[config.mk]
export PLATFORM = sky130hd
export DESIGN_NAME = fcsm_ram
export DESIGN_NICKNAME = d
export VERILOG_FILES = /design/src/floor_ceiling_span_mapper_macros.svh /design/src/fcsm_ram.sv
export SDC_FILE = /design/constraint.sdc
export NUM_CORES = 2
export LEC_CHECK = 0
export BUFFER_PORTS_ARGS = -buffer_cell sky130_fd_sc_hd__buf_2
export CAP_MARGIN = 15
export CORE_MARGIN = 2
export CORE_UTILIZATION = 25
export CTS_BUF_LIST = sky130_fd_sc_hd__clkbuf_4 sky130_fd_sc_hd__clkbuf_8
export DETAILED_ROUTE_END_ITERATION = 16
export SLEW_MARGIN = 10
export SYNTH_ARGS = -nofsm -noshare
export SYNTH_HDL_FRONTEND = slang
export SYNTH_SLANG_ARGS = --single-unit
[constraint.sdc]
create_clock -name clk -period 2.1 [get_ports clk]
set_input_delay 0.21 -clock clk [delete_from_list [all_inputs] [get_ports clk]]
set_output_delay 0.21 -clock clk [all_outputs]
set_load 0.05 [all_outputs]
[src/floor_ceiling_span_mapper_macros.svh]
// ----------------------------------------------------------------------------
// Floor and ceiling span mapper assertion macros
// Shared property forms for the checks at the end of the top level.
// ----------------------------------------------------------------------------
`ifndef FLOOR_CEILING_SPAN_MAPPER_MACROS_SVH
`define FLOOR_CEILING_SPAN_MAPPER_MACROS_SVH

// Same-cycle implication, sampled on clk and quiet during rst.
`define FCSM_ASSERT_IMPL(label, ante, cons, msg) \
  label: assert property (@(posedge clk) disable iff (rst) (ante) |-> (cons)) \
    else $error(msg);

// Next-cycle implication, sampled on clk and quiet during rst.
`define FCSM_ASSERT_NEXT(label, ante, cons, msg) \
  label: assert property (@(posedge clk) disable iff (rst) (ante) |=> (cons)) \
    else $error(msg);

`endif

[src/fcsm_ram.sv]
// ----------------------------------------------------------------------------
// Generic RAM
// One write port and two read ports, read data registered.
// ----------------------------------------------------------------------------
module fcsm_ram #(
  parameter int WIDTH = 8,
  parameter int DEPTH = 256
) (
  input  logic                     clk,
  input  logic                     we,
  input  logic [$clog2(DEPTH)-1:0] waddr,
  input  logic [WIDTH-1:0]         wdata,
  input  logic [$clog2(DEPTH)-1:0] raddr_a,
  input  logic [$clog2(DEPTH)-1:0] raddr_b,
  output logic [WIDTH-1:0]         rdata_a,
  output logic [WIDTH-1:0]         rdata_b
);

  logic [WIDTH-1:0] mem [DEPTH];

  always_ff @(posedge clk) begin
    if (we) begin
      mem[waddr] <= wdata;
    end
    rdata_a <= mem[raddr_a];
    rdata_b <= mem[raddr_b];
  end

endmodule

**Word level (Yosys, flattened, before mapping)**

Memories as Yosys holds them, arrays and structs flattened. A register that Yosys moved wholly into a read port is not among the register bits.
Cells that the tools add are included.

- Register bits after elaboration: 0
- Logic and storage cells: 3
- Memory bits (read-only): 0
- Bits in latches: 0
- Output and inout bits: 16
- Memory bits (writable): 2048
- Memories kept: 1

Memory list:

| memory | words | width | rd ports | clocked after Yosys merged registers in | write ports | RTL line | RTL |
|---|---|---|---|---|---|---|---|
| mem | 256 | 8 | 2 | 2 | 1 | fcsm_ram.sv:19 | `logic [WIDTH-1:0] mem [DEPTH];` |

- Multiply operators: 0
- Divide/modulo/power cells: 0
- Multiplexer cells: 2
- Equality and inequality tests: 0
- Reduce and logical (&&, ||, !) cells: 0
- Bitwise gates (word level): 0
- Shift-type cells: 0
- Add/subtract/negate cells: 0
- $lt $le $gt $ge: 0

Operators by type and width:

| kind | count |
|---|---|
| 1-bit 2-to-1 mux | 2 |

**Logic depth before layout (Yosys ltp)**

- Word-level depth: 2
- Depth in mapped cells: 12

**Worst setup path after synthesis**

Ideal clock, no wire load.

- Kind: in2reg
- Start: input raddr_b[0]
- End: register rdata_b[0], read port of mem
- Arrival: 2111 ps
- Stages: 9
- Setup slack: -151 ps
- Setup time: 140 ps
- Buffers on the path: 3
- Path through: buf_4 buf_6 buf_2 mux4_2 mux4_2 nand2_1 a21oi_1 a21oi_1 a221oi_2

RTL lines:

| element | RTL line | RTL |
|---|---|---|
| from (decl) | fcsm_ram.sv:14 | `input logic [$clog2(DEPTH)-1:0] raddr_b,` |
| to (decl) | fcsm_ram.sv:16 | `output logic [WIDTH-1:0] rdata_b` |

==> run_results.csv <==
group,metric,value,unit
power_and_ir_drop,p_leak,38.9,nW
critical_path,cp_max_fo,2,
power_and_ir_drop,ir_drop,0.000377,V
critical_path,reg2reg_from,"mem[25][1]$_DFFE_PP_",
synth,yosysTopAreaCell,"edfxtp_1",
timing,slew-limit-headroom,41.1,%
run_status,violations,"negative setup slack",
floorplanning,start_util,25.1,%
clock_network,cts_max_path_buffers,4,
synth,postSynthAreaPerCell,20.0,sq um
finish,layout.cells.non_filler,11500,
critical_path,critical_path.n_buffers_inverters,2,
finish,final_nets,6048,
flow_run,cap_violations,0,
finish,areaGrowthSynthToFinish,23.3,%
power_and_ir_drop,power_frac_seq,50.1,%
critical_path,cp.arrival,3.27,ns
critical_path,crit_family,"multiplexers",
critical_path,worst_setup_path_end_kind,"flip-flop",
synth,synthCells,4847,
timing,fin_ws,-0.289,ns
route,remaining_drc_errors,0,
finish,multiInputGateArea,33200,sq um
grt,grt_max_degree,120,
timing,worstMarginPinSlew,0.879,ns
critical_path,crit_path_frequent_cell,"mux4_2",
timing,grt_setup_unrepaired,"true",
synth,synth.most_common_cell,"edfxtp_1",
placed_design,portBuffers,49,
synth,synth_warnings,0,
finish,nFillCells,37200,
route,ant_nets,0,
clock_network,root_buffer,"clkbuf_8",
placed_design,hpwlAfterDp,233000,um
critical_path,start_kind,"flip-flop",
clock_network,cts_tree,"yes",
timing,setup_viol,16,
synth,ys_async_sr_fraction,0,%
synth,syn-cell-area,97000,sq um
synth,ys_top_cells_by_count,"edfxtp_1 (2048), mux4_2 (1051), nor2_1 (298)",
synth,netlist.area_leader.share,63.4,%
synth,seq_area_frac_synth,63.7,%
power_and_ir_drop,p_sw_share,24.7,%
grt,grt_pass1_vias,60200,
min_path,hold_depth,5,
clock_network,insertion_delay,1.01,ns
timing,setup_tns,-2.50,ns
critical_path,cp_cell_sequence,"mux4_2, mux4_2, a22oi_2, buf_6, nand3_4, o31ai_4, buf_4, a211oi_2",
floorplanning,io_pins,50,
timing,hold_viol_final,0,
power_and_ir_drop,p_int,68.7,mW
min_path,hold_path.class,"primary input to flip-flop",
clock_network,clk_transition_reported_paths,0.06,ns
route,drt_first_pass_iters,6,
clock_network,cts_max_level,5,
critical_path,rr_worst_depth,8,
floorplanning,fp.dieH,627,um
route,vias_per_cell,5.13,
timing,max_freq,419,MHz
synth,syn_nets,4881,
timing,timing.hold.ws,0.0796,ns
min_path,holdPathEnd,"mem[153][5]$_DFFE_PP_",
critical_path,critPathSlowestCell,"mux4_2",
power_and_ir_drop,combPwrFrac,10.5,%
power_and_ir_drop,clockPowerShare,39.4,%
grt,grtUsageTotal,16.4,%
route,vias,58900,
floorplanning,die-area,393000,sq um
finish,final-seq-area,61800,sq um
power_and_ir_drop,powerDensity,763,nW/um^2
synth,synth_seq_cells,2064,
finish,drive_above_1_share,46.8,%
synth,synth_top_flop_cell,"edfxtp_1",
synth,synthTopCellsByArea,"edfxtp_1 (63%), mux4_2 (24%), mux2i_1 (2.4%)",
timing,finClkSkew,0.0873,ns
grt,overflow,0,
clock_network,numClockSinks,2064,
synth,synth_cell_type_count,65,
grt,grt_pass1_wl,460000,um
placed_design,gp_congestion,0.930,
floorplanning,rows,228,
critical_path,worst-setup-path-type,"flip-flop to flip-flop",
route,finalWirelength,329000,um
run_status,run_status,"finished with violations",
route,drt_iter0_drc,7814,
grt,antenna_found_initial,27,
floorplanning,coreArea,386000,sq um
floorplanning,die_w,627,um
route,wire_per_inst,28.7,um
clock_network,numCtsBuffers,339,
synth,synth_edf_count,2048,
critical_path,slowest_delay,0.54,ns
critical_path,timing.rr.end,"rdata_a[1]$_DFF_P_",
timing,post-route-period-util,114,%
critical_path,r2r_setup_slack,-0.29,ns
min_path,hp-start,"waddr[2]",
timing,fin_crit,2.39,ns
power_and_ir_drop,power_switching,22.5,mW
placed_design,dp.cells,10800,
critical_path,worstPathRequired,2.98,ns
timing,slew_violations,0,
[cell usage in the layout (no fill, tap or decap), types with 15 or more instances in the layout]
cell type,synthesis,routed
buf_2,104,23
clkbuf_8,0,354
mux4_2,1051,1051
nand3_1,52,42
o22ai_1,48,43
a211oi_2,0,15
clkinv_1,4,96
a21oi_1,79,68
buf_12,8,154
dlygate4sd3_1,0,19
o21ai_0,34,27
edfxtp_1,2048,2048
nor2_1,298,298
a22oi_1,62,55
nor2b_1,27,27
clkbuf_4,0,71
mux2_2,38,37
a22o_1,22,18
mux2i_1,236,232
buf_4,42,998
bufinv_16,0,20
clkinv_2,0,49
o221ai_1,65,63
a221oi_1,32,25
nor3_1,21,16
diode_2,0,25
nand2_1,114,106
[stage by stage]
stage          worst slack [ns]  instance area [sq um]  utilization (%)  total power [mW]
3_3_place_gp              -2.10                 112000             29.0              55.7
3_5_place_dp              -1.40                 112000             29.0              55.8
6_report                 -0.289                 120000             31.0              91.2
4_1_cts                  -0.289                 119000             30.9              91.7
2_1_floorplan           -0.0255                  97200                -              51.1
5_1_grt                  -0.356                 120000             31.0              93.8
[repair_timing]
action / CTS / global route
endpoints found under the hold margin: 1312 / 0
setup endpoints to repair: 32 / 18
buffers inserted: 9 / 4
resized for setup: 141 / 31
pin swaps: 33 / 18
gates cloned: 0 / 0
hold buffers: 20 / 0
[cells by family (layout without fill, tap and decap cells)]
kind of cell           after synthesis  after routing  share of synthesized area (%)
AO/OA/AOI/OAI                      466            466                           3.54
buffers and inverters              401           1829                           2.73
flip-flops                        2064           2064                           63.7
multiplexers                      1325           1325                           27.3
other                                0             25                              0
AND/OR/NAND/NOR                    591            591                           2.70
[worst reg2reg max path, cell delays in order (launching register included)]
cell and delay, ns:
edfxtp_1 0.40, mux4_2 0.46, mux4_2 0.54, a22oi_2 0.20, buf_6 0.15, nand3_4 0.12
o31ai_4 0.16, buf_4 0.19, a211oi_2 0.03
[registers in the layout (all words and copies together) (netlist names)]
register,cells
mem,2048
rdata_a,8
rdata_b,8
[routing by layer]
layer,share of wire (%),GRT usage (%),up-vias
met3,9.8,3.46,630
met5,0.017,0,-
met2,48,26.8,3435
li1,-,-,23500
met4,4.8,7.61,10
met1,38,20.8,31300
[power by group through the flow]
stage | Sequential, mW | Clock, mW | Combinational (mW)
6_report | 45.7 | 35.9 | 9.62
3_3_place_gp | 46.5 | 0 | 9.19
4_1_cts | 45.7 | 36.5 | 9.51
3_5_place_dp | 46.5 | 0 | 9.25
5_1_grt | 45.7 | 38.2 | 9.91
2_1_floorplan | 46.6 | 0 | 4.55
[worst max-delay path by stage]
stage                                    start                 end  depth (start not counted)  slack, ns
after floorplan                     raddr_b[0]  rdata_b[7]$_DFF_P_                          8      -0.03
after global placement              raddr_b[0]  rdata_b[6]$_DFF_P_                         10      -2.10
after detailed placement            raddr_a[0]  rdata_a[1]$_DFF_P_                          9      -1.40
after CTS                 mem[31][1]$_DFFE_PP_  rdata_a[1]$_DFF_P_                          8      -0.29
after global routing      mem[31][1]$_DFFE_PP_  rdata_a[1]$_DFF_P_                          8      -0.36
final                     mem[25][1]$_DFFE_PP_  rdata_a[1]$_DFF_P_                          8      -0.29
[cell type report]
class / count / share of cell area (%)
sequential: 2064 / 51.7
multi-input combinational: 2382 / 27.8
timing repair buffer: 1221 / 9.39
tap: 5175 / 5.42
clock buffer: 416 / 4.42
clock inverter: 186 / 1.20
antenna: 25 / 0.0523
inverter: 6 / 0.0220
Note: power is estimated with default switching activity, not from simulation.
