File: src/floor_ceiling_span_mapper_macros.svh
// ----------------------------------------------------------------------------
// Floor and ceiling span mapper assertion macros
// Shared property forms for the checks at the end of the top level.
// ----------------------------------------------------------------------------
`ifndef FLOOR_CEILING_SPAN_MAPPER_MACROS_SVH
`define FLOOR_CEILING_SPAN_MAPPER_MACROS_SVH

// Same-cycle implication, sampled on clk and quiet during rst.
`define FCSM_ASSERT_IMPL(label, ante, cons, msg) \
  label: assert property (@(posedge clk) disable iff (rst) (ante) |-> (cons)) \
    else $error(msg);

// Next-cycle implication, sampled on clk and quiet during rst.
`define FCSM_ASSERT_NEXT(label, ante, cons, msg) \
  label: assert property (@(posedge clk) disable iff (rst) (ante) |=> (cons)) \
    else $error(msg);

`endif

File: src/fcsm_pkg.sv
// ----------------------------------------------------------------------------
// Floor and ceiling span mapper package
// Types, codes and default sizes shared by the span mapper modules.
// ----------------------------------------------------------------------------
package fcsm_pkg;

  localparam int MAX_SPAN_DEF      = 64;
  localparam int TEXTURE_BYTES_DEF = 8192;
  localparam int ADDR_BITS_DEF     = 24;

  localparam int ADDR_W  = 24;
  localparam int COUNT_W = 7;
  localparam int FRAC_W  = 16;
  localparam int INDEX_W = 13;
  localparam int PIXEL_W = 8;
  localparam int CFG_INDEX_W = 4;
  localparam int CFG_DATA_W  = 8;

  localparam logic [CFG_INDEX_W-1:0] CFG_DRAW_MODE    = 4'd0;
  localparam logic [CFG_INDEX_W-1:0] CFG_SHADE_ENABLE = 4'd1;

  typedef enum logic [1:0] {
    OP_LOAD_TEXTURE = 2'd0,
    OP_LOAD_SHADE   = 2'd1,
    OP_DRAW_SPAN    = 2'd2
  } op_t;

  typedef enum logic [1:0] {
    DRAW_CEILING = 2'd0,
    DRAW_FLOOR   = 2'd1,
    DRAW_BOTH    = 2'd2
  } draw_mode_t;

  typedef enum logic {
    ST_IDLE = 1'b0,
    ST_RUN  = 1'b1
  } state_t;

  typedef struct packed {
    logic              valid;
    logic              last;
    logic [ADDR_W-1:0] caddr;
    logic [ADDR_W-1:0] faddr;
  } column_t;

endpackage

File: src/fcsm_shader.sv
// ----------------------------------------------------------------------------
// Shade and output stage
// Looks the raw texels up in the shade table when shade_enable is set, else
// passes them through, and registers each column as one result.
// ----------------------------------------------------------------------------
module fcsm_shader (
  input  logic                            clk,
  input  logic                            rst,
  input  fcsm_pkg::column_t               column,
  input  logic [fcsm_pkg::PIXEL_W-1:0]    tex_ceil,
  input  logic [fcsm_pkg::PIXEL_W-1:0]    tex_floor,
  output logic [fcsm_pkg::PIXEL_W-1:0]    shade_raddr_a,
  output logic [fcsm_pkg::PIXEL_W-1:0]    shade_raddr_b,
  input  logic [fcsm_pkg::PIXEL_W-1:0]    shade_ceil,
  input  logic [fcsm_pkg::PIXEL_W-1:0]    shade_floor,
  input  logic [1:0]                      draw_mode,
  input  logic                            shade_enable,
  output logic                            pending,
  output logic                            strobe,
  output logic [fcsm_pkg::ADDR_W-1:0]     ceiling_address,
  output logic                            ceiling_valid,
  output logic [fcsm_pkg::PIXEL_W-1:0]    ceiling_pixel,
  output logic [fcsm_pkg::ADDR_W-1:0]     floor_address,
  output logic                            floor_valid,
  output logic [fcsm_pkg::PIXEL_W-1:0]    floor_pixel,
  output logic                            last
);

  fcsm_pkg::column_t                stage;
  logic [fcsm_pkg::PIXEL_W-1:0]     raw_ceil;
  logic [fcsm_pkg::PIXEL_W-1:0]     raw_floor;
  logic                             do_ceil;
  logic                             do_floor;
  logic [fcsm_pkg::PIXEL_W-1:0]     ceil_color;
  logic [fcsm_pkg::PIXEL_W-1:0]     floor_color;

  assign shade_raddr_a = tex_ceil;
  assign shade_raddr_b = tex_floor;
  assign pending       = stage.valid;

  assign do_ceil  = (draw_mode == fcsm_pkg::DRAW_CEILING) || (draw_mode == fcsm_pkg::DRAW_BOTH);
  assign do_floor = (draw_mode == fcsm_pkg::DRAW_FLOOR) || (draw_mode == fcsm_pkg::DRAW_BOTH);

  assign ceil_color  = shade_enable ? shade_ceil : raw_ceil;
  assign floor_color = shade_enable ? shade_floor : raw_floor;

  always_ff @(posedge clk) begin
    if (rst) begin
      stage.valid   <= 1'b0;
      strobe        <= 1'b0;
      ceiling_valid <= 1'b0;
      floor_valid   <= 1'b0;
      last          <= 1'b0;
    end else begin
      stage.valid   <= column.valid;
      strobe        <= stage.valid;
      ceiling_valid <= stage.valid && do_ceil;
      floor_valid   <= stage.valid && do_floor;
      last          <= stage.valid && stage.last;
    end
    stage.last      <= column.last;
    stage.caddr     <= column.caddr;
    stage.faddr     <= column.faddr;
    raw_ceil        <= tex_ceil;
    raw_floor       <= tex_floor;
    ceiling_address <= stage.caddr;
    floor_address   <= stage.faddr;
    ceiling_pixel   <= do_ceil ? ceil_color : '0;
    floor_pixel     <= do_floor ? floor_color : '0;
  end

endmodule

File: config.mk
export PLATFORM = sky130hd
export DESIGN_NAME = fcsm_shader
export DESIGN_NICKNAME = d
export VERILOG_FILES = /design/src/floor_ceiling_span_mapper_macros.svh /design/src/fcsm_pkg.sv /design/src/fcsm_shader.sv
export SDC_FILE = /design/constraint.sdc
export NUM_CORES = 1
export LEC_CHECK = 0
export BUFFER_PORTS_ARGS = -buffer_cell sky130_fd_sc_hd__buf_2
export CELL_PAD_IN_SITES_DETAIL_PLACEMENT = 1
export CELL_PAD_IN_SITES_GLOBAL_PLACEMENT = 1
export CORE_AREA = 2 2 98 100
export DETAILED_ROUTE_END_ITERATION = 16
export DIE_AREA = 0 0 100 102
export GPL_TIMING_DRIVEN = 1
export PLACE_DENSITY_LB_ADDON = 0.1
export REMOVE_ABC_BUFFERS = 1
export SLEW_MARGIN = 10
export SYNTH_ARGS = -nofsm -noshare
export SYNTH_HDL_FRONTEND = slang
export SYNTH_SLANG_ARGS = --single-unit
File: constraint.sdc
create_clock -name clk -period 2.15 [get_ports clk]
set_clock_uncertainty 0.1 [all_clocks]
set_input_delay 0.43 -clock clk [delete_from_list [all_inputs] [get_ports clk]]
set_output_delay 0.43 -clock clk [all_outputs]
set_load 0.05 [all_outputs]
Yosys cells after proc, flatten, opt, wreduce, memory -nomap -nowiden
Cells that the tools add are included.
{"block": "word_totals", "ff_bits": 134, "in_bits": 87, "output_inout_bits": 85, "elab_cells": 24}
{"block": "op_classes", "eq_ne": 2, "n_mux": 2, "n_reduce_logical": 6}
{"operator": "8-bit 2-to-1 mux", "n": 2}
{"operator": "1-bit logical AND", "n": 3}
{"operator": "2-bit by 1-bit == test with 1-bit output, second input constant", "n": 1}
{"operator": "2-bit == test, second input constant", "n": 1}
{"operator": "2-bit logical NOT", "n": 1}
{"operator": "1-bit logical OR", "n": 2}

Longest topological paths before layout
{"block": "logic_depth", "word_depth": 3, "mapped_depth": 4, "depth_no_buf": 4}

Worst setup path after synthesis
No wires, ideal clock.
{"block": "synth_timing", "path_type": "input to register", "startpoint": "input port draw_mode[0]", "endpoint": "register ceiling_pixel[0] in the netlist's numbering", "setup_time_ns": 0.133, "arrival_ns": 1.052, "path_slack_ns": 0.865, "cell_stages": 4, "n_path_buf": 0, "cell_sequence": "inv_1 -> ha_1 -> nor2_1 -> nor2_1"}
{"block": "synth_between", "elab_chain_cells": 2, "word_cells_on_any_way": 3}
{"element": "start, declared", "line": "fcsm_shader.sv:16", "source": "input logic [1:0] draw_mode,"}
{"element": "2-bit == test or 2-bit logical NOT (tied branches)", "line": "fcsm_shader.sv:41", "source": "assign do_ceil = (draw_mode == fcsm_pkg::DRAW_CEILING) || (draw_mode == fcsm_pkg::DRAW_BOTH);"}
{"element": "1-bit logical OR *", "line": "fcsm_shader.sv:41"}
{"element": "end signal, assigned", "line": "fcsm_shader.sv:68", "source": "ceiling_pixel <= do_ceil ? ceil_color : '0;"}
{"element": "end, declared", "line": "fcsm_shader.sv:22", "source": "output logic [fcsm_pkg::PIXEL_W-1:0] ceiling_pixel,"}
Mark *: on every way between the ends. The rest lies on a longest branch, timed or not.
A chain may end at the register's enable or synchronous reset.

Worst setup path after layout
{"block": "layout_timing", "startpoint": "input port tex_floor[4] in the netlist's numbering", "endpoint": "output port shade_raddr_b[4] in the netlist's numbering"}
{"element": "start, declared", "line": "fcsm_shader.sv:11", "source": "input logic [fcsm_pkg::PIXEL_W-1:0] tex_floor,"}
{"element": "end, declared", "line": "fcsm_shader.sv:13", "source": "output logic [fcsm_pkg::PIXEL_W-1:0] shade_raddr_b,"}
No word-level cell between the ends.

==> summary.md <==
| Metric | Value |
|---|---|
| Cts repair resizes | `0` |
| Largest net degree at the start of global routing | `17` |
| GPL Wtd Cong | `0.691` |
| Initial Util | `around a third` |
| Post-synthesis sequential area ratio | `~85%` |
| Post-synthesis instance total | `slightly below 200` |
| Filler cells | `roughly 950` |
| Mapped Area | `between 3000 and 4000 µm²` |
| Critical path arrival | `between 1 and 1.5 ns` |
| Layout net count | `around 520` |
| Power Dens Cells | `roughly 1200 nW/µm²` |
| Core ar. | `just over 9000 µm²` |
| Placed cell area | `approximately 4000 µm²` |
| Final worst-path cycle share | `around 87%` |
| CP Capture Type | `output port` |
| Critical-path top delay cell | `dlygate4sd3_1` |
| Type of the worst setup path | `in -> out` |
| Max cap viols | `0` |
| TritonCTS buffer count | `17` |
| Reg2reg path depth | `2` |
| Die ar. | `between 10,000 and 15,000 µm²` |
| Worst slew margin | `59.6%` |
| Crit path required time | `about 1.6 ns` |
| CTS Buffer Depth | `2` |
| Cell leakage power | `~2.5 nW` |
| Total number of H-tree levels | `4` |
| All-Layer GR Usage | `between 10% and 20%` |
| Post-DP HPWL | `approximately 4700 µm` |
| I/O Pins | `roughly 170` |
| Root buffer cell | `clkbuf_8` |
| Seq cells post-synth | `between 100 and 150` |
| Antenna violations before repair | `0` |
| FMAX | `~530 MHz` |
| GR Overflow Total | `0` |
| Synth-to-layout area growth | `66.7%` |
| Antenna Cells | `0` |
| First-pass detailed-route iteration total | `4` |
| Maximum vdd ir drop | `about 0.58 mV` |
| Layout cells sized above 1 | `between 40% and 50%` |
| First-pass GRT wire length | `roughly 11,000 µm` |
| Port Buf Inserts | `171` |
| Hold path depth | `2` |
| HP Class | `in -> reg` |
| Via count | `~2,200` |
| Clock-pin slew on the worst setup and hold paths | `about 0.06 ns` |
| Detailed-route wire length per cell | `approximately 13 µm` |
| 1st-iter DRT viols | `11` |
| DRT antenna net count | `0` |
| Netlist cell types | `10` |
| Crit path largest cell delay | `approximately 0.54 ns` |
| Status | `finished clean` |
| Clock Latency Late Sink | `~0.50 ns` |
| Crit path max fanout | `2` |
| Warnings from Yosys | `0` |
| Setup TNS | `0 ns` |
| DRC violations left | `0` |
| Sink Count | `about 130` |
| Minimum clock period | `approximately 1.9 ns` |
| Critical path's most frequent cell | `buf_2` |
| CTS tree | `done` |
| Die Y | `around 100 µm` |
| # rows | `35` |
| Final instance area | `between 5000 and 6000 µm²` |
| Die width | `approximately 100 µm` |
| Worst Tran Pin Value | `0.604 ns` |
| Final WL | `between 7000 and 8000 µm` |
| RSZ-0062 raised after global routing | `no` |
| Final setup vio count | `0` |
| Vias in the first global route | `2,378` |
| Average cell area after synthesis | `between 15 and 20 µm²` |
| Final Hold Violating Endpoints | `0` |
| CP Cell Sequence | `dlygate4sd3_1, buf_2, buf_2` |
| Startpoint types | `primary input` |
| Fin. max-slew vios | `0` |
| Via/cell ratio | `3.99` |
## synthesized netlist by cell type
cell     instances  area share [%]
nor2_1           9             1.1
buf_4           16             3.8
mux2i_1         16             5.1
dfxtp_1        134              85
buf_6            1            0.36
and2_1           2            0.40
inv_1            2            0.24
ha_1             2            0.80
nor2b_1         11             2.2
buf_12           1            0.64
## state kept, by name (all words and copies together) (netlist names)
| signal | flops |
|---|---|
| stage | 49 |
| ceiling_address | 24 |
| floor_address | 24 |
| ceiling_pixel | 8 |
| floor_pixel | 8 |
| raw_ceil | 8 |
| raw_floor | 8 |
| ceiling_valid | 1 |
| floor_valid | 1 |
| last | 1 |
| pending | 1 |
| strobe | 1 |
## critical path: cells and delay by family
| kind | cells | cell delay, ns |
|---|---|---|
| buffers and inverters | 3 | 0.92 |
## power breakdown
| group | internal [mW] | switching [mW] | total, mW |
|---|---|---|---|
| Sequential | 2.63 | 0.0311 | 2.66 |
| Clock | 1.72 | 1.10 | 2.82 |
| Combinational | 0.220 | 0.437 | 0.658 |
## layout by cell type, fill, tap and decap left out, drive strengths merged
cell / Yosys / routed
buf: 18 / 171
dfxtp: 134 / 134
dlygate4sd3: 0 / 66
clkbuf: 0 / 18
mux2i: 16 / 16
nor2b: 11 / 11
nor2: 9 / 9
inv: 2 / 9
clkinvlp: 0 / 4
and2: 2 / 2
ha: 2 / 2
bufinv: 0 / 2
clkinv: 0 / 1
## metal layers
metal / share of wire, % / vias up / track usage, %
met2: 57 / 96 / 28.6
li1: - / 1076 / -
met5: 0 / - / 0
met4: 1.9 / 0 / 8.01
met3: 7.5 / 11 / 6.09
met1: 34 / 1034 / 13.8
## per-stage QoR
stage / cells / hold slack, ns / worst slack [ns] / utilization, % / power [mW]
2_1_floorplan: 176 / 0.210 / 0.865 / - / 3.02
3_3_place_gp: 458 / 0.210 / 0.540 / 43.8 / 3.27
3_5_place_dp: 458 / 0.213 / 0.523 / 43.8 / 3.28
4_1_cts: 556 / 0.0245 / 0.279 / 57.5 / 6.21
5_1_grt: 556 / 0.0363 / 0.256 / 57.5 / 6.37
6_report: 556 / 0.0560 / 0.273 / 57.5 / 6.13
## what timing repair did
action                    CTS  global route
hold buffers               66             0
buffers inserted            0             0
hold endpoints to repair   66             0
## layout make-up
type	instances	area, µm²	share of cell area, %
clock buffers	18	428	8.17
clock inverters	14	165	3.15
inverters	2	7.51	0.143
multi-input cells	40	300	5.73
flip-flops and latches	134	2680	51.2
well taps	111	139	2.65
repair buffers	237	1520	28.9
## logic make-up after synthesis
kind of cell / Yosys count / share of synthesized area, %
adder cells (fa/ha/maj): 2 / 0.796
AND/OR/NAND/NOR: 22 / 3.66
multiplexers: 16 / 5.10
buffers and inverters: 20 / 5.06
flip-flops: 134 / 85.4
## final timing paths
check / from / end / slack [ns]
worst max-delay path: tex_floor[4] / shade_raddr_b[4] / 0.27
worst max register to register: pending / ceiling_valid / 1.28
worst min-delay path: column[49] / pending / 0.06
worst min register to register: stage[30] / ceiling_address[6] / 0.22
Note: power is estimated with default switching activity, not from simulation.
