===== config.mk =====
export PLATFORM = sky130hd
export DESIGN_NAME = fcsm_walker
export DESIGN_NICKNAME = d
export VERILOG_FILES = /design/src/floor_ceiling_span_mapper_macros.svh /design/src/fcsm_pkg.sv /design/src/fcsm_walker.sv
export SDC_FILE = /design/constraint.sdc
export NUM_CORES = 1
export LEC_CHECK = 0
export BUFFER_PORTS_ARGS = -buffer_cell sky130_fd_sc_hd__buf_2
export CAP_MARGIN = 10
export CORE_ASPECT_RATIO = 0.5
export CORE_MARGIN = 2
export CORE_UTILIZATION = 50
export DETAILED_ROUTE_END_ITERATION = 7
export PLACE_DENSITY = 0.75
export SYNTH_ARGS = -nofsm -noshare
export SYNTH_HDL_FRONTEND = slang
export SYNTH_SLANG_ARGS = --single-unit

===== constraint.sdc =====
create_clock -name clk -period 5.65 [get_ports clk]
set_clock_uncertainty 0.1 [all_clocks]
set_input_delay 0.565 -clock clk [delete_from_list [all_inputs] [get_ports clk]]
set_output_delay 0.565 -clock clk [all_outputs]
set_load 0.03 [all_outputs]

===== src/floor_ceiling_span_mapper_macros.svh =====
// ----------------------------------------------------------------------------
// Floor and ceiling span mapper assertion macros
// Shared property forms for the checks at the end of the top level.
// ----------------------------------------------------------------------------
`ifndef FLOOR_CEILING_SPAN_MAPPER_MACROS_SVH
`define FLOOR_CEILING_SPAN_MAPPER_MACROS_SVH

// Same-cycle implication, sampled on clk and quiet during rst.
`define FCSM_ASSERT_IMPL(label, ante, cons, msg) \
  label: assert property (@(posedge clk) disable iff (rst) (ante) |-> (cons)) \
    else $error(msg);

// Next-cycle implication, sampled on clk and quiet during rst.
`define FCSM_ASSERT_NEXT(label, ante, cons, msg) \
  label: assert property (@(posedge clk) disable iff (rst) (ante) |=> (cons)) \
    else $error(msg);

`endif


===== src/fcsm_pkg.sv =====
// ----------------------------------------------------------------------------
// Floor and ceiling span mapper package
// Types, codes and default sizes shared by the span mapper modules.
// ----------------------------------------------------------------------------
package fcsm_pkg;

  localparam int MAX_SPAN_DEF      = 64;
  localparam int TEXTURE_BYTES_DEF = 8192;
  localparam int ADDR_BITS_DEF     = 24;

  localparam int ADDR_W  = 24;
  localparam int COUNT_W = 7;
  localparam int FRAC_W  = 16;
  localparam int INDEX_W = 13;
  localparam int PIXEL_W = 8;
  localparam int CFG_INDEX_W = 4;
  localparam int CFG_DATA_W  = 8;

  localparam logic [CFG_INDEX_W-1:0] CFG_DRAW_MODE    = 4'd0;
  localparam logic [CFG_INDEX_W-1:0] CFG_SHADE_ENABLE = 4'd1;

  typedef enum logic [1:0] {
    OP_LOAD_TEXTURE = 2'd0,
    OP_LOAD_SHADE   = 2'd1,
    OP_DRAW_SPAN    = 2'd2
  } op_t;

  typedef enum logic [1:0] {
    DRAW_CEILING = 2'd0,
    DRAW_FLOOR   = 2'd1,
    DRAW_BOTH    = 2'd2
  } draw_mode_t;

  typedef enum logic {
    ST_IDLE = 1'b0,
    ST_RUN  = 1'b1
  } state_t;

  typedef struct packed {
    logic              valid;
    logic              last;
    logic [ADDR_W-1:0] caddr;
    logic [ADDR_W-1:0] faddr;
  } column_t;

endpackage


===== src/fcsm_walker.sv =====
// ----------------------------------------------------------------------------
// Span walker
// Steps the packed texture accumulator and the screen address one column
// per cycle and issues the two texture reads for each column.
// ----------------------------------------------------------------------------
module fcsm_walker #(
  parameter int MAX_SPAN  = fcsm_pkg::MAX_SPAN_DEF,
  parameter int ADDR_BITS = fcsm_pkg::ADDR_BITS_DEF
) (
  input  logic                            clk,
  input  logic                            rst,
  input  logic                            load,
  input  logic [fcsm_pkg::ADDR_W-1:0]     dest_offset,
  input  logic [fcsm_pkg::COUNT_W-1:0]    span_count,
  input  logic [fcsm_pkg::FRAC_W-1:0]     x_frac,
  input  logic [fcsm_pkg::FRAC_W-1:0]     y_frac,
  input  logic [fcsm_pkg::FRAC_W-1:0]     x_step,
  input  logic [fcsm_pkg::FRAC_W-1:0]     y_step,
  input  logic [fcsm_pkg::ADDR_W-1:0]     row_offset,
  output logic [fcsm_pkg::INDEX_W-1:0]    ceil_index,
  output logic [fcsm_pkg::INDEX_W-1:0]    floor_index,
  output fcsm_pkg::column_t               column,
  output logic                            active
);

  localparam int AW_EFF = (ADDR_BITS < fcsm_pkg::ADDR_W) ? ADDR_BITS : fcsm_pkg::ADDR_W;
  localparam logic [fcsm_pkg::ADDR_W-1:0] AMASK =
    fcsm_pkg::ADDR_W'((64'd1 << AW_EFF) - 64'd1);

  fcsm_pkg::state_t state, state_next;

  logic [31:0]                      acc;
  logic [31:0]                      step;
  logic [fcsm_pkg::ADDR_W-1:0]      caddr;
  logic [fcsm_pkg::ADDR_W-1:0]      rowofs;
  logic [fcsm_pkg::COUNT_W-1:0]     remaining;
  logic [fcsm_pkg::COUNT_W-1:0]     count_sat;
  logic                             issue;
  logic                             final_col;

  assign count_sat = (span_count > fcsm_pkg::COUNT_W'(MAX_SPAN)) ?
                     fcsm_pkg::COUNT_W'(MAX_SPAN) : span_count;
  assign final_col = (remaining == fcsm_pkg::COUNT_W'(1));
  assign active    = (state == fcsm_pkg::ST_RUN);

  assign ceil_index  = {acc[15:10], acc[31:26], 1'b0};
  assign floor_index = {acc[15:10], acc[31:26], 1'b1};

  always_comb begin
    state_next = state;
    issue      = 1'b0;
    case (state)
      fcsm_pkg::ST_IDLE: begin
        if (load && (count_sat != '0)) begin
          state_next = fcsm_pkg::ST_RUN;
        end
      end
      fcsm_pkg::ST_RUN: begin
        issue = 1'b1;
        if (final_col) begin
          state_next = fcsm_pkg::ST_IDLE;
        end
      end
      default: state_next = fcsm_pkg::ST_IDLE;
    endcase
  end

  always_ff @(posedge clk) begin
    if (rst) begin
      state <= fcsm_pkg::ST_IDLE;
    end else begin
      state <= state_next;
    end
  end

  always_ff @(posedge clk) begin
    if (rst) begin
      column.valid <= 1'b0;
    end else begin
      column.valid <= issue;
    end
    if (issue) begin
      column.last  <= final_col;
      column.caddr <= caddr;
      column.faddr <= (caddr + rowofs) & AMASK;
      acc          <= acc + step;
      caddr        <= (caddr + fcsm_pkg::ADDR_W'(1)) & AMASK;
      remaining    <= remaining - fcsm_pkg::COUNT_W'(1);
    end else if (load) begin
      acc       <= {y_frac, x_frac};
      step      <= {y_step, x_step};
      caddr     <= dest_offset & AMASK;
      rowofs    <= row_offset;
      remaining <= count_sat;
    end
  end

endmodule


# ---- After elaboration in Yosys (flattened, before gate mapping)
# Cells that the tools add are included.
dict set report classes {
  mux 11
  n_eq_ne 1
  add_sub_neg 4
  n_bitwise 2
  n_reduce_logical 4
  n_lt_le_gt_ge 1
}
# op count
set ops {}
lappend ops {{2-to-1 mux 32 bit} 2}
lappend ops {{2-to-1 mux 24 bit} 2}
lappend ops {{adder 32 bit} 1}
lappend ops {{adder 24 x 1 -> 24 bit, second input constant} 1}
lappend ops {{adder 24 bit} 1}
lappend ops {{2-to-1 mux 7 bit} 3}
lappend ops {{equality test 7 x 1 -> 1 bit, second input constant} 1}
lappend ops {{> comparator 7 bit, second input constant} 1}
lappend ops {{nonzero test 7 bit} 1}
lappend ops {{subtractor 7 x 1 -> 7 bit, second input constant} 1}
lappend ops {{2-to-1 mux 1 bit} 3}
lappend ops {{NOT 1 bit} 2}
lappend ops {{one-hot mux 1 bit (2 select lines)} 1}
lappend ops {{AND reduction 2 bit} 1}
lappend ops {{nonzero test 2 bit} 1}
lappend ops {{logical AND 1 bit} 1}
dict set report word_totals {
  in_bits 122
  regBits 170
  word_cells 33
}

# ---- Depth between registers and ports, before layout
# Gate-level depths: netlist (run 1).
dict set report depth {
  ltp_word 6
  mapped_depth 9
}

# ---- Least setup slack after synthesis (run 1)
# OpenSTA, ideal clock, no wires.
dict set report synth_path {
  kind {flip-flop to flip-flop}
  startpoint {reg state, in the netlist active}
  endpoint {reg state, in the netlist active}
  path_slack_ns 1.130
  required_time_ns 5.485
  setup_ns 0.065
  n_path_buf 1
  arrival_ns 4.355
  synth_period_minus_slack_ns 4.520
  stages_incl_launch_ff 6
  path_cell_list {dfxtp_1 clkbuf_1 nor2b_1 o41ai_1 o21ai_0 nor2b_1}
}
dict set report synth_between {
  elab_chain_len 2
}
# item line
set synth_rtl {}
lappend synth_rtl {{start, declared} fcsm_walker.sv:30} ;# fcsm_pkg::state_t state, state_next;
lappend synth_rtl {{start signal, assigned} fcsm_walker.sv:70} ;# state <= fcsm_pkg::ST_IDLE;
lappend synth_rtl {{start signal, assigned} fcsm_walker.sv:72} ;# state <= state_next;
lappend synth_rtl {{NOT 1 bit} fcsm_walker.sv:52} ;# case (state)
lappend synth_rtl {{one-hot mux 1 bit (2 select lines) *} fcsm_walker.sv:52}
# Mark *: on every way between the ends. The rest lies on a longest branch, timed or not.
# A chain may end at the register's enable or synchronous reset.

# ---- Final worst setup path (run 1)
dict set report layout_path {
  startpoint {reg caddr[0] (netlist name)}
  endpoint {reg column[16] (netlist name), data pin}
}
dict set report layout_between {
  elab_chain_len 1
}
# item line
set layout_rtl {}
lappend layout_rtl {{start, declared} fcsm_walker.sv:34} ;# logic [fcsm_pkg::ADDR_W-1:0] caddr;
lappend layout_rtl {{start signal, assigned} fcsm_walker.sv:87} ;# caddr <= (caddr + fcsm_pkg::ADDR_W'(1)) & AMASK;
lappend layout_rtl {{start signal, assigned} fcsm_walker.sv:92} ;# caddr <= dest_offset & AMASK;
lappend layout_rtl {{adder 24 bit} fcsm_walker.sv:85} ;# column.faddr <= (caddr + rowofs) & AMASK;
lappend layout_rtl {{end, declared} fcsm_walker.sv:22} ;# output fcsm_pkg::column_t column,
# Every way passes these cells.

==> results of run 1 <==
[power by group through the flow]
stage / Combinational, mW / Sequential [mW] / Clock (mW)
floorplan: 0.815 / 1.76 / 0
global placement: 1.10 / 1.70 / 0
detailed placement: 1.13 / 1.71 / 0
CTS: 1.14 / 1.68 / 1.23
global route: 1.25 / 1.70 / 1.28
finish: 1.14 / 1.68 / 1.21
[cell type report]
| class | count | area (um^2) |
|---|---|---|
| diodes | 2 | 5.005 |
| clock buffers | 18 | 429.2 |
| clock inverters | 14 | 168.9 |
| fillers | 1540 | 7402 |
| inverters | 22 | 82.58 |
| multi-input cells | 588 | 4064 |
| flip-flops and latches | 170 | 5089 |
| well taps | 259 | 324.1 |
| repair buffers | 199 | 1003 |
[worst paths after layout]
| kind | endpoint | cells past startpoint | slack [ps] | from |
|---|---|---|---|---|
| worst max-delay path | column[16] | 9 | 2560 | caddr[0] |
| worst min-delay path | active | 2 | 200 | rst |
| worst max register to register | column[16] | 9 | 2560 | caddr[0] |
| worst min register to register | column[47] | 0 | 440 | caddr[23] |
[sequential cells by signal, indices dropped and copies added, names as in the netlist]
register   cells
caddr         24
column        50
acc           32
remaining      7
step          32
active         1
rowofs        24
[cell families (layout without fill, tap and decap cells)]
kind of cell	after synthesis	count (layout)	synth area share
DFF	170	170	0.5326
muxes	26	26	0.03080
xor gates and xnor gates	75	75	0.06880
AOI/OAI and AO/OA	208	208	0.1348
other	2	4	0.0007866
buffers and inverters	81	253	0.04259
adders and majority gates	59	59	0.07889
and+or+nand+nor	218	218	0.1107
[cells in the mapped netlist, drive strengths merged (2+ instances only)]
library cell | instances | area share
nor3 | 9 | 0.0047
o22ai | 5 | 0.0033
a21bo | 2 | 0.0021
o21ai | 43 | 0.023
nand3 | 26 | 0.014
nor2b | 8 | 0.0052
mux2i | 2 | 0.0021
o21bai | 7 | 0.0055
mux2 | 24 | 0.029
o31ai | 3 | 0.0024
dfxtp | 2 | 0.0042
or3 | 3 | 0.0020
a2111oi | 3 | 0.0034
nor3b | 2 | 0.0016
conb | 2 | 0.00079
nor4b | 4 | 0.0037
a41oi | 2 | 0.0018
xor2 | 23 | 0.021
nand2b | 6 | 0.0039
xnor2 | 52 | 0.048
a21oi | 88 | 0.047
and3 | 9 | 0.0059
edfxtp | 168 | 0.53
o311ai | 4 | 0.0045
or4 | 3 | 0.0024
nor2 | 70 | 0.028
nand4 | 13 | 0.0085
a311oi | 2 | 0.0018
clkbuf | 28 | 0.011
a211oi | 3 | 0.0024
a21o | 11 | 0.0086
buf | 31 | 0.023
a21boi | 3 | 0.0024
or2 | 2 | 0.0013
and2 | 4 | 0.0026
and4 | 2 | 0.0018
a31oi | 9 | 0.0066
nand3b | 5 | 0.0052
nand2 | 51 | 0.020
inv | 22 | 0.0086
o21a | 2 | 0.0016
ha | 57 | 0.075
o211ai | 11 | 0.0092
fa | 2 | 0.0042
[worst register-to-register path: cells and delay by family (launching register included)]
| family | cells | cell delay (ps) |
|---|---|---|
| xor gates and xnor gates | 1 | 100 |
| DFF | 1 | 480 |
| adders and majority gates | 2 | 700 |
| AOI/OAI and AO/OA | 6 | 1450 |
[stage by stage]
step / util / setup WS, ps / instance area [um^2] / hold slack (ps)
after global placement: 0.5689 / 2679 / 10560 / 407.8
after CTS: 0.6011 / 2574 / 11160 / 180.8
after global routing: 0.6013 / 2357 / 11170 / 182.9
after detailed placement: 0.5689 / 2600 / 10560 / 419.3
after floorplan: - / 1130 / 9548 / 391.4
final: 0.6013 / 2556 / 11170 / 198.2
[metal layers]
layer	track usage	up-vias
met2	0.3776	200
li1	-	3411
met1	0.2734	3384
met3	0.04729	25
met4	0.06781	0
met5	0	-
==> flow_summary.toml, run 1 <==
[cells_and_area]
nNetsFinal = 1179
layout_commonest_cell = "buf_2"
final_cells = 1272
drive_gt1_frac = 0.2631
final_cell_mix = "196 x buf_2, 168 x edfxtp_1, 85 x a21oi_1"
area_delta_synth_final_pct = 16.94

[die]
num_io_pins = 199
initial_core_util = 0.5142
rows = 35
coreArea_um2 = 18570
die-area_um2 = 20280
die_w_um = 199.4
die_y_um = 101.7

[timing]
fin_setup_tns_ps = 0
finalHoldViolCount = 0
worstMarginPinSlew_ps = 931.4
timing.final.crit_share = 0.5476
min_period_ps = 3094
drv_slew = 0
max_freq_mhz = 323.2
relSlewSlack = 0.3791
setup_viol = 0
grt_setup_unrepaired = "false"

[setup_path]
critical-path-top-delay-family = "compound AO/OA/AOI/OAI gates"
cp_max_fo = 6
crit_required_ps = 5700
worstPathArrival_ps = 3150
crit_type = "reg -> reg"
crit_buf_inv = 0
endpoint_kind = "flip-flop"
path_cells = "ha_1 -> fa_1 -> a21o_1 -> a221o_1 -> a41oi_1 -> a21boi_1 -> a21bo_2 -> a21oi_1 -> xnor2_1"
max_stage_delay_ps = 480
start_kind = "flip-flop"
slowest_stage = "edfxtp_1"

[synth]
ys_ff_latch = 170
synthFlopType = "edfxtp_1"
synth_warnings = 0
synth_area_um2 = 9548
avgSynthCellArea_um2 = 11.38
syn_nets = 1020
synthCells = 839
async_flop_share = 0
ys_seq_area_frac = 0.5326
yosys.cell_types.count = 66
synth_edf_count = 168

[global_route]
track_usage = 0.2167
grt_pass1_wl_um = 34110
antenna_found_initial = 2
grt_pass1_vias = 6972
grt_max_degree = 80
grt.overflow.total = 0

[cts]
clk_pin_slew_ps = 70
cts_tree = "built"
htreeDepth = 4
clock_latency_ps = 420
cts_buffers = 17
clockBufferDepth = 2
root_buffer = "clkbuf_16"
hold_buffers = 0
cts_setup_buffers = 0
ctsResizeCount = 0
clkSinkCount = 170

[power]
intPower_mw = 2.724
combPwrFrac = 0.283
p_leak_nw = 4.421
power.switching_mw = 1.307
clkPwrFrac = 0.301
p_seq_frac = 0.417
ir_worst_vdd_v = 0.0001955
finalPower_mw = 4.031
switching_share = 0.3243
pwr_density_cell_nw_per_um2 = 361.0

[route]
met3_length_um = 1077
drtAntennaViolNets = 0
drtPass1Iterations = 5
wl_per_cell_um = 17.02
wl_met1_um = 9501
drc_errors = 0
routed_via_density = 5.519
routed.top_layer = "met4"
drt_iter0_drc = 300
wl_met2_um = 10750
num_vias = 7020
drt-total-wl_um = 21640

[place]
place.detailed.instances = 1238
hpwl_um = 15800
gp_congestion = 0.8820
io_buffers = 196

[min_path]
worst_hold_path_type = "in -> reg"

[status]
status = "finished, final reports clean"

[run]
maxCapViolCount = 0
No activity file was read; power rests on OpenSTA's default activity.
==> run 2, diff against run 1 <==
--- a/config.mk
+++ b/config.mk
@@ -5,13 +5,14 @@
 export SDC_FILE = /design/constraint.sdc
 export NUM_CORES = 1
 export LEC_CHECK = 0
+export ABC_AREA = 1
 export BUFFER_PORTS_ARGS = -buffer_cell sky130_fd_sc_hd__buf_2
 export CAP_MARGIN = 10
 export CORE_ASPECT_RATIO = 0.5
 export CORE_MARGIN = 2
 export CORE_UTILIZATION = 50
 export DETAILED_ROUTE_END_ITERATION = 7
-export PLACE_DENSITY = 0.75
+export PLACE_DENSITY = 0.77
 export SYNTH_ARGS = -nofsm -noshare
 export SYNTH_HDL_FRONTEND = slang
 export SYNTH_SLANG_ARGS = --single-unit
==> constraint.sdc (replaced) <==
create_clock -name clk -period 2.5 [get_ports clk]
set_clock_uncertainty 0.1 [all_clocks]
set_input_delay 0.25 -clock clk [delete_from_list [all_inputs] [get_ports clk]]
set_output_delay 0.25 -clock clk [all_outputs]
set_load 0.03 [all_outputs]
==> flow_summary.toml, run 2 <==
[min_path]
worst_hold_path_type = "in -> reg"
worstHoldStart = "x_frac[5]"
min_path_cells = 3
worstHoldEndpoint = "acc[5]"

[die]
rows = 37
die_y_um = 106.1
num_io_pins = 199
die-area_um2 = 22100
initial_core_util = 0.5086
die_w_um = 208.3
coreArea_um2 = 20510

[cells_and_area]
area_delta_synth_final_pct = 29.03
top_regs = "column (50), acc (32), step (32)"
fin_util = 0.6563
regArea_um2 = 5089
fin_area_um2 = 13460
nNetsFinal = 1735
multi_input_area_um2 = 4501
largest_reg_flops = 50
regMostFlops = "column"
drive_gt1_frac = 0.1761
final_cells = 1841
nFillCells = 1680
final_cell_mix = "420 x nand2_1, 196 x buf_2, 168 x edfxtp_1"
layout_commonest_cell = "nand2_1"

[timing]
fin_setup_tns_ps = 0
min_period_ps = 2343
grt_setup_unrepaired = "false"
worst_slack_ps = 156.6
timing.final.crit_share = 0.9374
finalHoldViolCount = 0
max_freq_mhz = 426.7
setup_viol = 0
relSlewSlack = 0.5708
worstMarginPinSlew_ps = 643.8
drv_slew = 0
whs_ps = 18.74

[global_route]
grt_max_degree = 90
grt_pass1_wl_um = 46840
grt.overflow.total = 0
grt_pass1_vias = 9150
antenna_found_initial = 1
track_usage = 0.2773

[cts]
clkSinkCount = 170
root_buffer = "clkbuf_16"
cts_setup_buffers = 0
cts_buffers = 17
clockBufferDepth = 2
clk_pin_slew_ps = 80
cts_tree = "built"
htreeDepth = 4
clock_latency_ps = 470

[setup_path]
path_cells = "ha_1 -> a21oi_1 -> nand2_1 -> nand2_1 -> nand2_1 -> inv_1 -> nor2_1 -> or2_2 -> xor2_1"
timing.rr.end = "column[15]"
cpMostUsedCell = "nand2_1"
endpoint_kind = "flip-flop"
cp_max_fo = 6
r2r_cells = 9
slowest_stage = "edfxtp_1"
r2r_start = "caddr[2]"
regToRegSetupSlack_ps = 160
crit_required_ps = 2620
max_stage_delay_ps = 470
worstPathArrival_ps = 2470
start_kind = "flip-flop"
crit_type = "reg -> reg"

[synth]
synth_commonest_cells = "422 x nand2_1, 168 x edfxtp_1, 165 x inv_1"
synth_warnings = 0
synthCells = 1238
synthFlopType = "edfxtp_1"
synth_area_leaders = "edfxtp_1 48%, nand2_1 15%, ha_1 6.8%, inv_1 5.9%, nand3_1 3.7%"
avgSynthCellArea_um2 = 8.426
ys_ff_latch = 170
synth_top_cell_by_area = "edfxtp_1"
synth.top_cell.area_share = 0.4836
synth_edf_count = 168
synth_area_um2 = 10430
async_flop_share = 0
yosys.cell_types.count = 36
synthMostInstantiatedCell = "nand2_1"
syn_nets = 1419
ys_seq_area_frac = 0.4875

[route]
wl_per_cell_um = 16.37
drt-total-wl_um = 30140
num_vias = 9475
drtPass1Iterations = 6
drc_errors = 0
routed_via_density = 5.147
drt_iter0_drc = 686
drtAntennaViolNets = 0

[place]
placed_area_um2 = 11770
gp_congestion = 0.8968
place_ws_ps = 108.1
place.detailed.instances = 1698
io_buffers = 196
hpwl_um = 21270

[status]
status = "finished, final reports clean"

[power]
finalPower_mw = 9.333
p_leak_nw = 6.477
pwr_density_cell_nw_per_um2 = 693.4
ir_worst_vdd_v = 0.0005383

[run]
maxCapViolCount = 0
## run 2: what timing repair did
action,in CTS,in global routing
gates resized for setup,0,4
endpoints found under the hold margin,111,0
setup endpoints to repair,0,6
hold buffers,110,0
## run 2: power breakdown
part / switching, mW / total [mW] / internal (mW) / leakage (nW)
clock: 1.30 / 2.63 / 1.33 / 0.281
combinational: 1.92 / 2.98 / 1.06 / 4.54
sequential: 0.164 / 3.72 / 3.55 / 1.66
## run 2: how the worst max path moves through the flow
stage | startpoint | endpoint | cells after the start
2_1_floorplan | active | acc[0] | 3
3_3_place_gp | acc[0] | acc[28] | 10
3_5_place_dp | step[0] | acc[20] | 10
4_1_cts | step[0] | acc[20] | 10
5_1_grt | caddr[2] | column[15] | 9
6_report | caddr[2] | column[15] | 9
## run 2: cells by family after synthesis
family,synth area share
AO/OA/AOI/OAI,0.06105
XOR/XNOR,0.04618
adder cells (fa/ha/maj),0.07221
buffers and inverters,0.08384
flip-flops,0.4875
other,0.0007200
AND/OR/NAND/NOR,0.2485
## run 2: worst max-delay path, delay by kind of cell, from the launching register on
family | cells | cell delay (ps)
AOI/OAI and AO/OA | 1 | 210
and+or+nand+nor | 5 | 680
xor gates and xnor gates | 1 | 140
adders and majority gates | 1 | 410
DFF | 1 | 470
buffers and inverters | 1 | 90
## run 2: per-layer routing
| metal | vias up | track usage | wire, um |
|---|---|---|---|
| met4 | 0 | 0.1244 | 1092 |
| met2 | 372 | 0.4806 | 14540 |
| met3 | 85 | 0.05081 | 1705 |
| li1 | 4672 | - | - |
| met5 | - | 0 | 0 |
| met1 | 4346 | 0.3416 | 12810 |
## run 2: layout make-up
class                           count  share of cell area
Antenna cell                        1           0.0001859
Clock buffer                       17             0.03161
Clock inverter                     15             0.01078
Inverter                          166             0.04630
Multi-Input combinational cell    863              0.3344
Sequential cell                   170              0.3781
Tap cell                          273             0.02538
Timing Repair Buffer              336              0.1733
